### config.mk
export PLATFORM = sky130hd
export DESIGN_NAME = joystick_poll_conditioner
export DESIGN_NICKNAME = d
export VERILOG_FILES = /design/src/sv/jpc_pkg.sv /design/src/sv/jpc_div.sv /design/src/sv/joystick_poll_conditioner.sv
export SDC_FILE = /design/constraint.sdc
export NUM_CORES = 1
export LEC_CHECK = 0
export ABC_AREA = 1
export BUFFER_PORTS_ARGS = -buffer_cell sky130_fd_sc_hd__buf_2
export CORE_MARGIN = 4
export CORE_UTILIZATION = 43
export CTS_CLUSTER_DIAMETER = 150
export DETAILED_ROUTE_END_ITERATION = 16
export PLACE_DENSITY_LB_ADDON = 0.25
export SLEW_MARGIN = 0
export SYNTH_ARGS = -nofsm -noshare
export SYNTH_HDL_FRONTEND = slang
export SYNTH_SLANG_ARGS = --single-unit
export TNS_END_PERCENT = 1
### constraint.sdc
create_clock -name i_clk -period 6.9 [get_ports i_clk]
set_clock_uncertainty 0.2 [all_clocks]
set_input_delay 0 -clock i_clk [delete_from_list [all_inputs] [get_ports i_clk]]
set_output_delay 0 -clock i_clk [all_outputs]
set_load 0.03 [all_outputs]
### src/sv/jpc_pkg.sv
// shared constants, types and codes for the joystick poll conditioner
package jpc_pkg;

    localparam int BUTTON_COUNT_DEF = 32;
    localparam int AXIS_BITS_DEF    = 16;
    localparam int FRAC_BITS_DEF    = 15;

    localparam int LANE_W  = 16;
    localparam int OUT_W   = 16;
    localparam int DZ_W    = 15;
    localparam int KIND_W  = 2;
    localparam int BTN_W   = 5;
    localparam int CFG_AW  = 3;
    localparam int CFG_DW  = 64;

    // divider quotient width; the dividend is twice as wide less one bit
    localparam int DIV_W   = 17;

    localparam logic [KIND_W-1:0] KIND_AXES    = 2'd0;
    localparam logic [KIND_W-1:0] KIND_PRESS   = 2'd1;
    localparam logic [KIND_W-1:0] KIND_RELEASE = 2'd2;

    localparam logic [CFG_AW-1:0] REG_MINS     = 3'd0;
    localparam logic [CFG_AW-1:0] REG_MAXS     = 3'd1;
    localparam logic [CFG_AW-1:0] REG_DZ       = 3'd2;
    localparam logic [CFG_AW-1:0] REG_THROTTLE = 3'd3;
    localparam logic [CFG_AW-1:0] REG_RUDDER   = 3'd4;

    // axis kinds for the per-axis post processing
    localparam logic [1:0] AX_X = 2'd0;
    localparam logic [1:0] AX_Y = 2'd1;
    localparam logic [1:0] AX_Z = 2'd2;
    localparam logic [1:0] AX_R = 2'd3;

    // start request to the shared serial divider
    typedef struct packed {
        logic               start;
        logic [2*DIV_W-2:0] num;
        logic [DIV_W-1:0]   den;
    } t_div_req;

    typedef struct packed {
        logic             done;
        logic [DIV_W-1:0] quo;
    } t_div_rsp;

endpackage

### src/sv/jpc_div.sv
// restoring bit-serial divider, one quotient bit per cycle
module jpc_div
    import jpc_pkg::*;
(
    input  logic     i_clk,
    input  logic     i_rst_n,
    input  t_div_req i_req,
    output t_div_rsp o_rsp
);

    localparam int W = DIV_W;

    logic [W-1:0]          r_quo, n_quo;
    logic [W-1:0]          r_rem, n_rem;
    logic [W-1:0]          r_den;
    logic [$clog2(W+1)-1:0] r_cnt, n_cnt;
    logic                  r_busy, n_busy;
    logic                  r_done, n_done;
    logic [W:0]            w_trial;

    // the quotient fits W bits, so the upper dividend bits start as the remainder
    always_comb begin
        n_quo  = r_quo;
        n_rem  = r_rem;
        n_cnt  = r_cnt;
        n_busy = r_busy;
        n_done = 1'b0;
        w_trial = {r_rem, r_quo[W-1]};
        if (i_req.start) begin
            n_quo  = i_req.num[W-1:0];
            n_rem  = {1'b0, i_req.num[2*W-2:W]};
            n_cnt  = ($clog2(W+1))'(W);
            n_busy = 1'b1;
        end else if (r_busy) begin
            n_quo = {r_quo[W-2:0], 1'b0};
            if (w_trial >= {1'b0, r_den}) begin
                n_rem    = W'(w_trial - {1'b0, r_den});
                n_quo[0] = 1'b1;
            end else begin
                n_rem = w_trial[W-1:0];
            end
            n_cnt = r_cnt - 1'b1;
            if (r_cnt == 1) begin
                n_busy = 1'b0;
                n_done = 1'b1;
            end
        end
    end

    always_ff @(posedge i_clk) begin
        if (!i_rst_n) begin
            r_busy <= 1'b0;
            r_done <= 1'b0;
            r_cnt  <= '0;
        end else begin
            r_busy <= n_busy;
            r_done <= n_done;
            r_cnt  <= n_cnt;
        end
        r_quo <= n_quo;
        r_rem <= n_rem;
        if (i_req.start) r_den <= i_req.den;
    end

    assign o_rsp.done = r_done;
    assign o_rsp.quo  = r_quo;

endmodule

### src/sv/joystick_poll_conditioner.sv
// joystick poll conditioner top level: axis sequencer, serial divider, button scan
//
//  channel  | dir | handshake         | contents
//  s_axis   | in  | tvalid/tready     | sample: read_ok, positions, buttons
//  m_axis   | out | tvalid/tready     | axis result or button event, tlast per sample
//  cfg      | in  | i_cfg_we          | axis_mins, axis_maxs, dead_zone, has_*
//
// a converted axis passes setup, normalize division, dead-zone step, second division
// and result step; throttle skips the second division, a saturated position the
// first, an absent axis or a zero span both; after the axes the buttons are scanned
// up to the highest changed one; a failed read gives its result in the cycle after accept
// results wait in the output register under backpressure, a new sample is taken
// only once the last result left; synchronous reset clears sequencer and buttons
module joystick_poll_conditioner
    import jpc_pkg::*;
#(
    parameter int BUTTON_COUNT = BUTTON_COUNT_DEF,
    parameter int AXIS_BITS    = AXIS_BITS_DEF,
    parameter int FRAC_BITS    = FRAC_BITS_DEF
) (
    input  logic                i_clk,
    input  logic                i_rst_n,
    input  logic                s_axis_tvalid,
    output logic                s_axis_tready,
    // read_ok[0], x_pos[16:1], y_pos[32:17], z_pos[48:33], r_pos[64:49],
    // button_bits[96:65], zero pad to 104
    input  logic [103:0]        s_axis_tdata,
    output logic                m_axis_tvalid,
    input  logic                m_axis_tready,
    // x_out[15:0], y_out[31:16], throttle_out[47:32], rudder_out[63:48],
    // button_number[68:64], zero pad to 72
    output logic [71:0]         m_axis_tdata,
    // event_kind[1:0]
    output logic [KIND_W-1:0]   m_axis_tuser,
    output logic                m_axis_tlast,
    input  logic                i_cfg_we,
    input  logic [CFG_AW-1:0]   i_cfg_addr,
    input  logic [CFG_DW-1:0]   i_cfg_data
);

    localparam logic [16:0] ONE  = 17'(1) << FRAC_BITS;
    localparam logic [16:0] ONEM = ONE - 17'd1;
    localparam int BI_W = (BUTTON_COUNT > 1) ? $clog2(BUTTON_COUNT) : 1;

    typedef enum logic [7:0] {
        S_IDLE  = 8'b00000001,
        S_SETUP = 8'b00000010,
        S_DIV1  = 8'b00000100,
        S_DZ    = 8'b00001000,
        S_DIV2  = 8'b00010000,
        S_AXOUT = 8'b00100000,
        S_SCAN  = 8'b01000000,
        S_EMIT  = 8'b10000000
    } t_state;

    t_state r_state, n_state;

    logic [CFG_DW-1:0] r_mins, r_maxs;
    logic [DZ_W-1:0]   r_dz;
    logic              r_has_t, r_has_r;
    logic [31:0]       r_prev;

    logic [31:0]       r_btn;
    logic [4*LANE_W-1:0] r_pos;
    logic [1:0]        r_ax;
    logic [OUT_W-1:0]  r_res [4];
    logic              r_neg;
    logic [16:0]       r_mag;
    logic [BI_W-1:0]   r_bi;

    logic              r_ov, r_olast;
    logic [KIND_W-1:0] r_okind;
    logic [71:0]       r_odata;

    t_div_req w_req;
    t_div_rsp w_rsp;

    jpc_div u_div (
        .i_clk   (i_clk),
        .i_rst_n (i_rst_n),
        .i_req   (w_req),
        .o_rsp   (w_rsp)
    );

    // setup: lane select for the current axis
    logic [AXIS_BITS-1:0] w_p, w_mn, w_mx;
    logic signed [17:0]   w_num, w_den, w_an, w_ad;
    logic [16:0]          w_dzf;
    logic [16:0]          w_v_sat;

    always_comb begin
        w_p   = r_pos[r_ax*LANE_W +: AXIS_BITS];
        w_mn  = r_mins[r_ax*LANE_W +: AXIS_BITS];
        w_mx  = r_maxs[r_ax*LANE_W +: AXIS_BITS];
        w_num = $signed({2'b00, 16'(w_p)}) - $signed({2'b00, 16'(w_mn)});
        w_den = $signed({2'b00, 16'(w_mx)}) - $signed({2'b00, 16'(w_mn)});
        w_an  = w_den[17] ? -w_num : w_num;
        w_ad  = w_den[17] ? -w_den : w_den;
        w_dzf = 17'(r_dz >> (DZ_W - FRAC_BITS));
        w_v_sat = w_rsp.quo;
    end

    logic        w_out_free;
    logic [31:0] w_cur_m;
    logic        w_bchg, w_bnow;
    logic        w_axis_on;

    assign w_out_free = !r_ov || m_axis_tready;
    assign w_cur_m = r_btn & ((BUTTON_COUNT >= 32) ? 32'hFFFF_FFFF
                                                   : ((32'd1 << BUTTON_COUNT) - 32'd1));
    assign w_bnow  = r_btn[r_bi];
    assign w_bchg  = w_bnow != r_prev[r_bi];
    assign w_axis_on = (r_ax == AX_X) || (r_ax == AX_Y) ||
                       ((r_ax == AX_Z) && r_has_t) || ((r_ax == AX_R) && r_has_r);

    // any change at a higher button index still to come
    logic [31:0] w_diff, w_above;
    logic        w_more;
    assign w_diff  = (w_cur_m ^ r_prev);
    assign w_above = w_diff & ~((32'd2 << r_bi) - 32'd1);
    assign w_more  = |w_above;

    // any button change at all, used when leaving the axis result
    logic w_more_start;
    assign w_more_start = |w_diff;

    // output register load: failed read, axis result or a button event
    logic w_load;
    assign w_load = (r_state == S_IDLE && s_axis_tvalid && !r_ov && !s_axis_tdata[0]) ||
                    (r_state == S_EMIT && w_out_free) ||
                    (r_state == S_SCAN && w_out_free && w_bchg);

    // signed value after the normalize division: quo - ONE, where quo in [0, 2*ONE)
    logic signed [17:0] w_v;
    logic [16:0]        w_absv;
    assign w_v    = $signed({1'b0, w_rsp.quo}) - $signed({1'b0, ONE});
    assign w_absv = w_v[17] ? 17'(-w_v) : 17'(w_v);

    always_comb begin
        n_state = r_state;
        w_req   = '0;
        case (r_state)
            S_IDLE: if (s_axis_tvalid && !r_ov && s_axis_tdata[0]) n_state = S_SETUP;
            S_SETUP: begin
                if (!w_axis_on || w_den == 0) begin
                    n_state = S_AXOUT;
                end else if (w_an <= 0 || w_an >= w_ad) begin
                    n_state = S_DZ;
                end else begin
                    w_req.start = 1'b1;
                    w_req.num   = (2*DIV_W-1)'(w_an) << (FRAC_BITS + 1);
                    w_req.den   = 17'(w_ad);
                    n_state = S_DIV1;
                end
            end
            S_DIV1: if (w_rsp.done) n_state = S_DZ;
            S_DZ: begin
                if (r_ax == AX_Z || r_mag < w_dzf) begin
                    n_state = S_AXOUT;
                end else begin
                    w_req.start = 1'b1;
                    w_req.num   = (2*DIV_W-1)'(r_mag - w_dzf) << FRAC_BITS;
                    w_req.den   = ONE - w_dzf;
                    n_state = S_DIV2;
                end
            end
            S_DIV2: if (w_rsp.done) n_state = S_AXOUT;
            S_AXOUT: n_state = (r_ax == AX_R) ? S_EMIT : S_SETUP;
            S_EMIT: if (w_out_free) n_state = w_more_start ? S_SCAN : S_IDLE;
            S_SCAN: if (w_out_free) n_state = w_more ? S_SCAN : S_IDLE;
            default: n_state = S_IDLE;
        endcase
    end

    logic signed [17:0] w_dz_res;
    always_comb begin
        w_dz_res = r_neg ? -$signed({1'b0, w_v_sat})
                         : ((w_v_sat >= ONE) ? $signed({1'b0, ONEM})
                                             : $signed({1'b0, w_v_sat}));
    end

    always_ff @(posedge i_clk) begin
        if (!i_rst_n) begin
            r_state <= S_IDLE;
            r_mins  <= '0;
            r_maxs  <= '1;
            r_dz    <= '0;
            r_has_t <= 1'b0;
            r_has_r <= 1'b0;
            r_prev  <= '0;
            r_ov    <= 1'b0;
        end else begin
            r_state <= n_state;
            if (i_cfg_we) begin
                case (i_cfg_addr)
                    REG_MINS:     r_mins  <= i_cfg_data;
                    REG_MAXS:     r_maxs  <= i_cfg_data;
                    REG_DZ:       r_dz    <= i_cfg_data[DZ_W-1:0];
                    REG_THROTTLE: r_has_t <= i_cfg_data[0];
                    REG_RUDDER:   r_has_r <= i_cfg_data[0];
                    default: ;
                endcase
            end
            if (w_load) r_ov <= 1'b1;
            else if (m_axis_tready) r_ov <= 1'b0;
            if (r_state == S_IDLE && s_axis_tvalid && !r_ov && !s_axis_tdata[0]) begin
                r_olast <= 1'b1;
                r_okind <= KIND_AXES;
                r_odata <= '0;
            end
            if (r_state == S_EMIT && w_out_free) begin
                r_okind <= KIND_AXES;
                r_olast <= !w_more_start;
                r_odata <= {8'd0, r_res[3], r_res[2], r_res[1], r_res[0]};
                if (!w_more_start) r_prev <= w_cur_m;
            end
            if (r_state == S_SCAN && w_out_free) begin
                if (w_bchg) begin
                    r_okind <= w_bnow ? KIND_PRESS : KIND_RELEASE;
                    r_olast <= !w_more;
                    r_odata <= {3'd0, 5'(r_bi), 64'd0};
                end
                if (!w_more) r_prev <= w_cur_m;
            end
        end
        if (r_state == S_IDLE) begin
            r_pos <= s_axis_tdata[64:1];
            r_btn <= s_axis_tdata[96:65];
            r_ax  <= AX_X;
            r_bi  <= '0;
        end
        if (r_state == S_SCAN && w_out_free) r_bi <= r_bi + 1'b1;
        if (r_state == S_SETUP) begin
            if (w_an <= 0) r_mag <= ONE;
            else r_mag <= ONEM;
            r_neg <= (w_an <= 0);
            // default result for an absent axis or a zero span
            r_res[r_ax] <= '0;
        end
        if (r_state == S_DIV1 && w_rsp.done) begin
            r_mag <= w_absv;
            r_neg <= w_v[17];
        end
        if (r_state == S_DZ) begin
            if (r_ax == AX_Z) begin
                // throttle is the negated value, +ONE saturates
                r_res[r_ax] <= r_neg ? ((r_mag >= ONE) ? OUT_W'(ONEM) : OUT_W'(r_mag))
                                     : OUT_W'(-$signed({1'b0, r_mag}));
            end else if (r_mag < w_dzf) begin
                r_res[r_ax] <= '0;
            end
        end
        if (r_state == S_DIV2 && w_rsp.done) r_res[r_ax] <= OUT_W'(w_dz_res);
        if (r_state == S_AXOUT) r_ax <= r_ax + 2'd1;
    end

    assign s_axis_tready = (r_state == S_IDLE) && !r_ov;
    assign m_axis_tvalid = r_ov;
    assign m_axis_tdata  = r_odata;
    assign m_axis_tuser  = r_okind;
    assign m_axis_tlast  = r_olast;

`ifndef SYNTHESIS
    a_no_accept_busy: assert property (@(posedge i_clk) disable iff (!i_rst_n)
        (s_axis_tvalid && s_axis_tready) |-> !m_axis_tvalid)
        else $error("sample accepted with a result pending");
    a_hold: assert property (@(posedge i_clk) disable iff (!i_rst_n)
        (m_axis_tvalid && !m_axis_tready) |=> (m_axis_tvalid && $stable(m_axis_tdata)))
        else $error("result dropped under stall");
    a_axes_kind: assert property (@(posedge i_clk) disable iff (!i_rst_n)
        (m_axis_tvalid && m_axis_tuser != KIND_AXES) |-> (m_axis_tdata[63:0] == 64'd0))
        else $error("button event carries axis data");
`endif

endmodule
==> metrics.txt <==
Setup WS post-layout 0.626 ns; asr flop ratio synth 0%; largest net degree at the start of global routing 138; CP most frequent cell nand2_1; cells after synthesis 3383; setup_tns 0 ns; CTS tree built; Critical-path top delay cell fa_1; CTS Buf Count 54; Critical Path Fanout Max 23; IO Pins 253; clk_lat worst skew 0.63 ns; final slew viol count 0; Arr. time, crit path 6.38 ns; Post-Syn Nets 3663; Worst slew margin 15.3%; Worst Tran Pin Value 1.25 ns; clock slew at reported path FFs 0.06 ns; FF+latch count, synth 504; final routed DRC violation total 0; total gr overflow 0; CP max stage delay 0.57 ns; Hold Path Class in2reg; nets 4180; port bufs 245; WL/cell 18.6 um; CP Data Required Time 7.01 ns; syn avg cell area 8.25 sq um; Initial Util 43.4%; share of cells above drive strength 1 11.4%; initial DRC count 2427; Synth Warn # 0; mapped cell area 27900 sq um; vias in the first global route 24.8k; RSZ-0062 raised after global routing no; Core ar. 64300 sq um; power share of the sequential group 27.4%; Final Core Density 54.5%; synth top area cells edfxtp_1 (33%), dfxtp_1 (14%), nand2_1 (9.0%); cell-internal power 8.21 mW; first-pass GRT wire length 138000 um; EDFF count, synth 310; post-synth top area share 33.4%; sequential element share of the synthesized area 47.3%; htree depth 2; main flop type after synthesis edfxtp_1; Final HPWL DP 60000 um; P_sw 6.97 mW; GPL Wtd Cong 0.927; crit path time final 6.27 ns; Rows 93; initial antenna violation count 6; Die Footprint 69000 sq um; placed cell count 4358; WL final 89100 um; internal reg-to-reg setup slack 0.63 ns; Final Hold Fails 0; Switching Share 45.9%; pre-CTS WS 0.712 ns; Root Buffer clkbuf_16; final setup violation count 0; Period Utilization, post-route 90.9%; postcts setup bufs 0; Static Leakage 15.1 nW; CTS max path bufs 3; crit path kind reg2reg; vias per cell 5.38; drt pass-1 iters 5; nature of the critical path endpoint flop; cell taking the most area after synthesis edfxtp_1; Total Routing Usage GR 24.7%; clock power share 19.3%; fin cells 4802; Max Cap Viol 0; DRT antenna net count 0; Die X 263 um; Die Span Y 263 um; via count 25.8k; Max rail drop VDD 0.299 mV; Max Clock Freq 0.159 GHz; Cell Pwr Density 433 nW/um^2; outcome finished clean; Unique masters post-synth 59; startpoint types flop; CTS sink count 504; Area Overhead vs Synth 25.6%; combinational power share 53.3%
-- cell usage after synthesis, types with 79 or more instances --
cell / n
a32o_1: 79
clkbuf_1: 127
edfxtp_1: 310
nor2_1: 437
o21ai_0: 284
dfxtp_1: 194
ha_1: 100
nand2_1: 666
a21oi_1: 114
nand3_1: 282
inv_1: 295
xor2_1: 85
-- what timing repair did --
| item | 4_1_cts | 5_1_grt |
|---|---|---|
| hold endpoints to repair | 305 | 0 |
| endpoints found under the setup margin | 0 | 0 |
| hold buffers | 341 | 0 |
| resized for setup | 0 | 0 |
-- logic make-up after synthesis --
family                   count (synthesis)  share of synthesized area, %
flip-flops                             504                          47.3
XOR/XNOR                               102                          3.20
other                                    1                        0.0134
buffers and inverters                  473                          6.77
multiplexers                             1                        0.0359
adder cells (fa/ha/maj)                104                          4.77
AND/OR/NAND/NOR                       1555                          24.0
AO/OA/AOI/OAI                          643                          13.9
-- metal layers --
metal,vias up,track usage (%),share of wire [%]
li1,12600,-,-
met1,12100,32.8,43
met2,915,41.4,47
met3,178,3.62,5.9
met4,6,8.69,3.7
met5,-,0.901,0.12
-- stage by stage --
stage | instance area, sq um | hold WS, ns | power [mW]
finish | 35100 | 0.0450 | 15.2
global placement | 29800 | -0.0234 | 11.9
detailed placement | 29800 | -0.0219 | 12.0
CTS | 35000 | 0.00879 | 15.1
global route | 35000 | 0.0268 | 16.4
floorplan | 27900 | -0.101 | 9.93
-- cell usage in the layout (no fill, tap or decap), types with 24 or more instances in the layout --
cell type,count
inv_1,293
nor2_2,36
o211ai_1,24
o21ai_0,284
buf_4,29
nand2_1,666
dfxtp_1,194
nor3_1,35
nand3_1,280
nand4_1,31
ha_1,100
a21oi_1,114
o21ai_1,36
xor2_1,85
a32o_1,79
buf_2,244
edfxtp_1,310
clkbuf_16,54
dlygate4sd3_1,341
nor2_1,435
o22ai_1,58
-- final timing paths --
check / startpoint / end / cells past startpoint
hold / removal: i_cfg_data[8] / r_maxs[8] / 4
setup reg to reg: r_ax[0] / u_div.r_den[11] / 31
setup / recovery: r_ax[0] / u_div.r_den[11] / 31
hold reg to reg: r_has_t / r_has_t / 2
-- layout make-up --
| type | instances | area [sq um] |
|---|---|---|
| Sequential cell | 504 | 13200 |
| Timing Repair Buffer | 620 | 4970 |
| Inverter | 314 | 1190 |
| Antenna cell | 3 | 7.51 |
| Multi-Input combinational cell | 2406 | 12800 |
| Tap cell | 855 | 1070 |
| Clock buffer | 73 | 1450 |
| Clock inverter | 27 | 328 |
| Fill cell | 5830 | 29300 |
-- flip-flops by register name (all words and copies together), names as in the netlist, 2 cells and up --
register	flops
u_div.r_quo	17
m_axis_tuser	2
r_ax	2
u_div.r_rem	17
r_btn	32
r_mag	17
u_div.r_den	17
r_bi	5
r_mins	64
r_maxs	64
r_state	8
m_axis_tdata	72
r_prev	32
r_pos	64
u_div.r_cnt	5
r_dz	15
r_res	64
-- worst max-delay path: cells and delay by family, from the launching register on --
family,cells,cell delay [ns]
fa+ha+maj,3,1.01
buf+inv,4,1.03
simple gates,17,2.11
compound gates,7,1.15
flops,1,0.44
-- power by group through the flow --
stage               logic (mW)  registers (mW)  clock network (mW)
finish                    8.09            4.16                2.93
detailed placement        7.83            4.20                   0
global route              9.09            4.20                3.10
CTS                       8.02            4.14                2.97
global placement          7.75            4.19                   0
floorplan                 5.71            4.23                   0
Power figures use the tool's default switching activity.
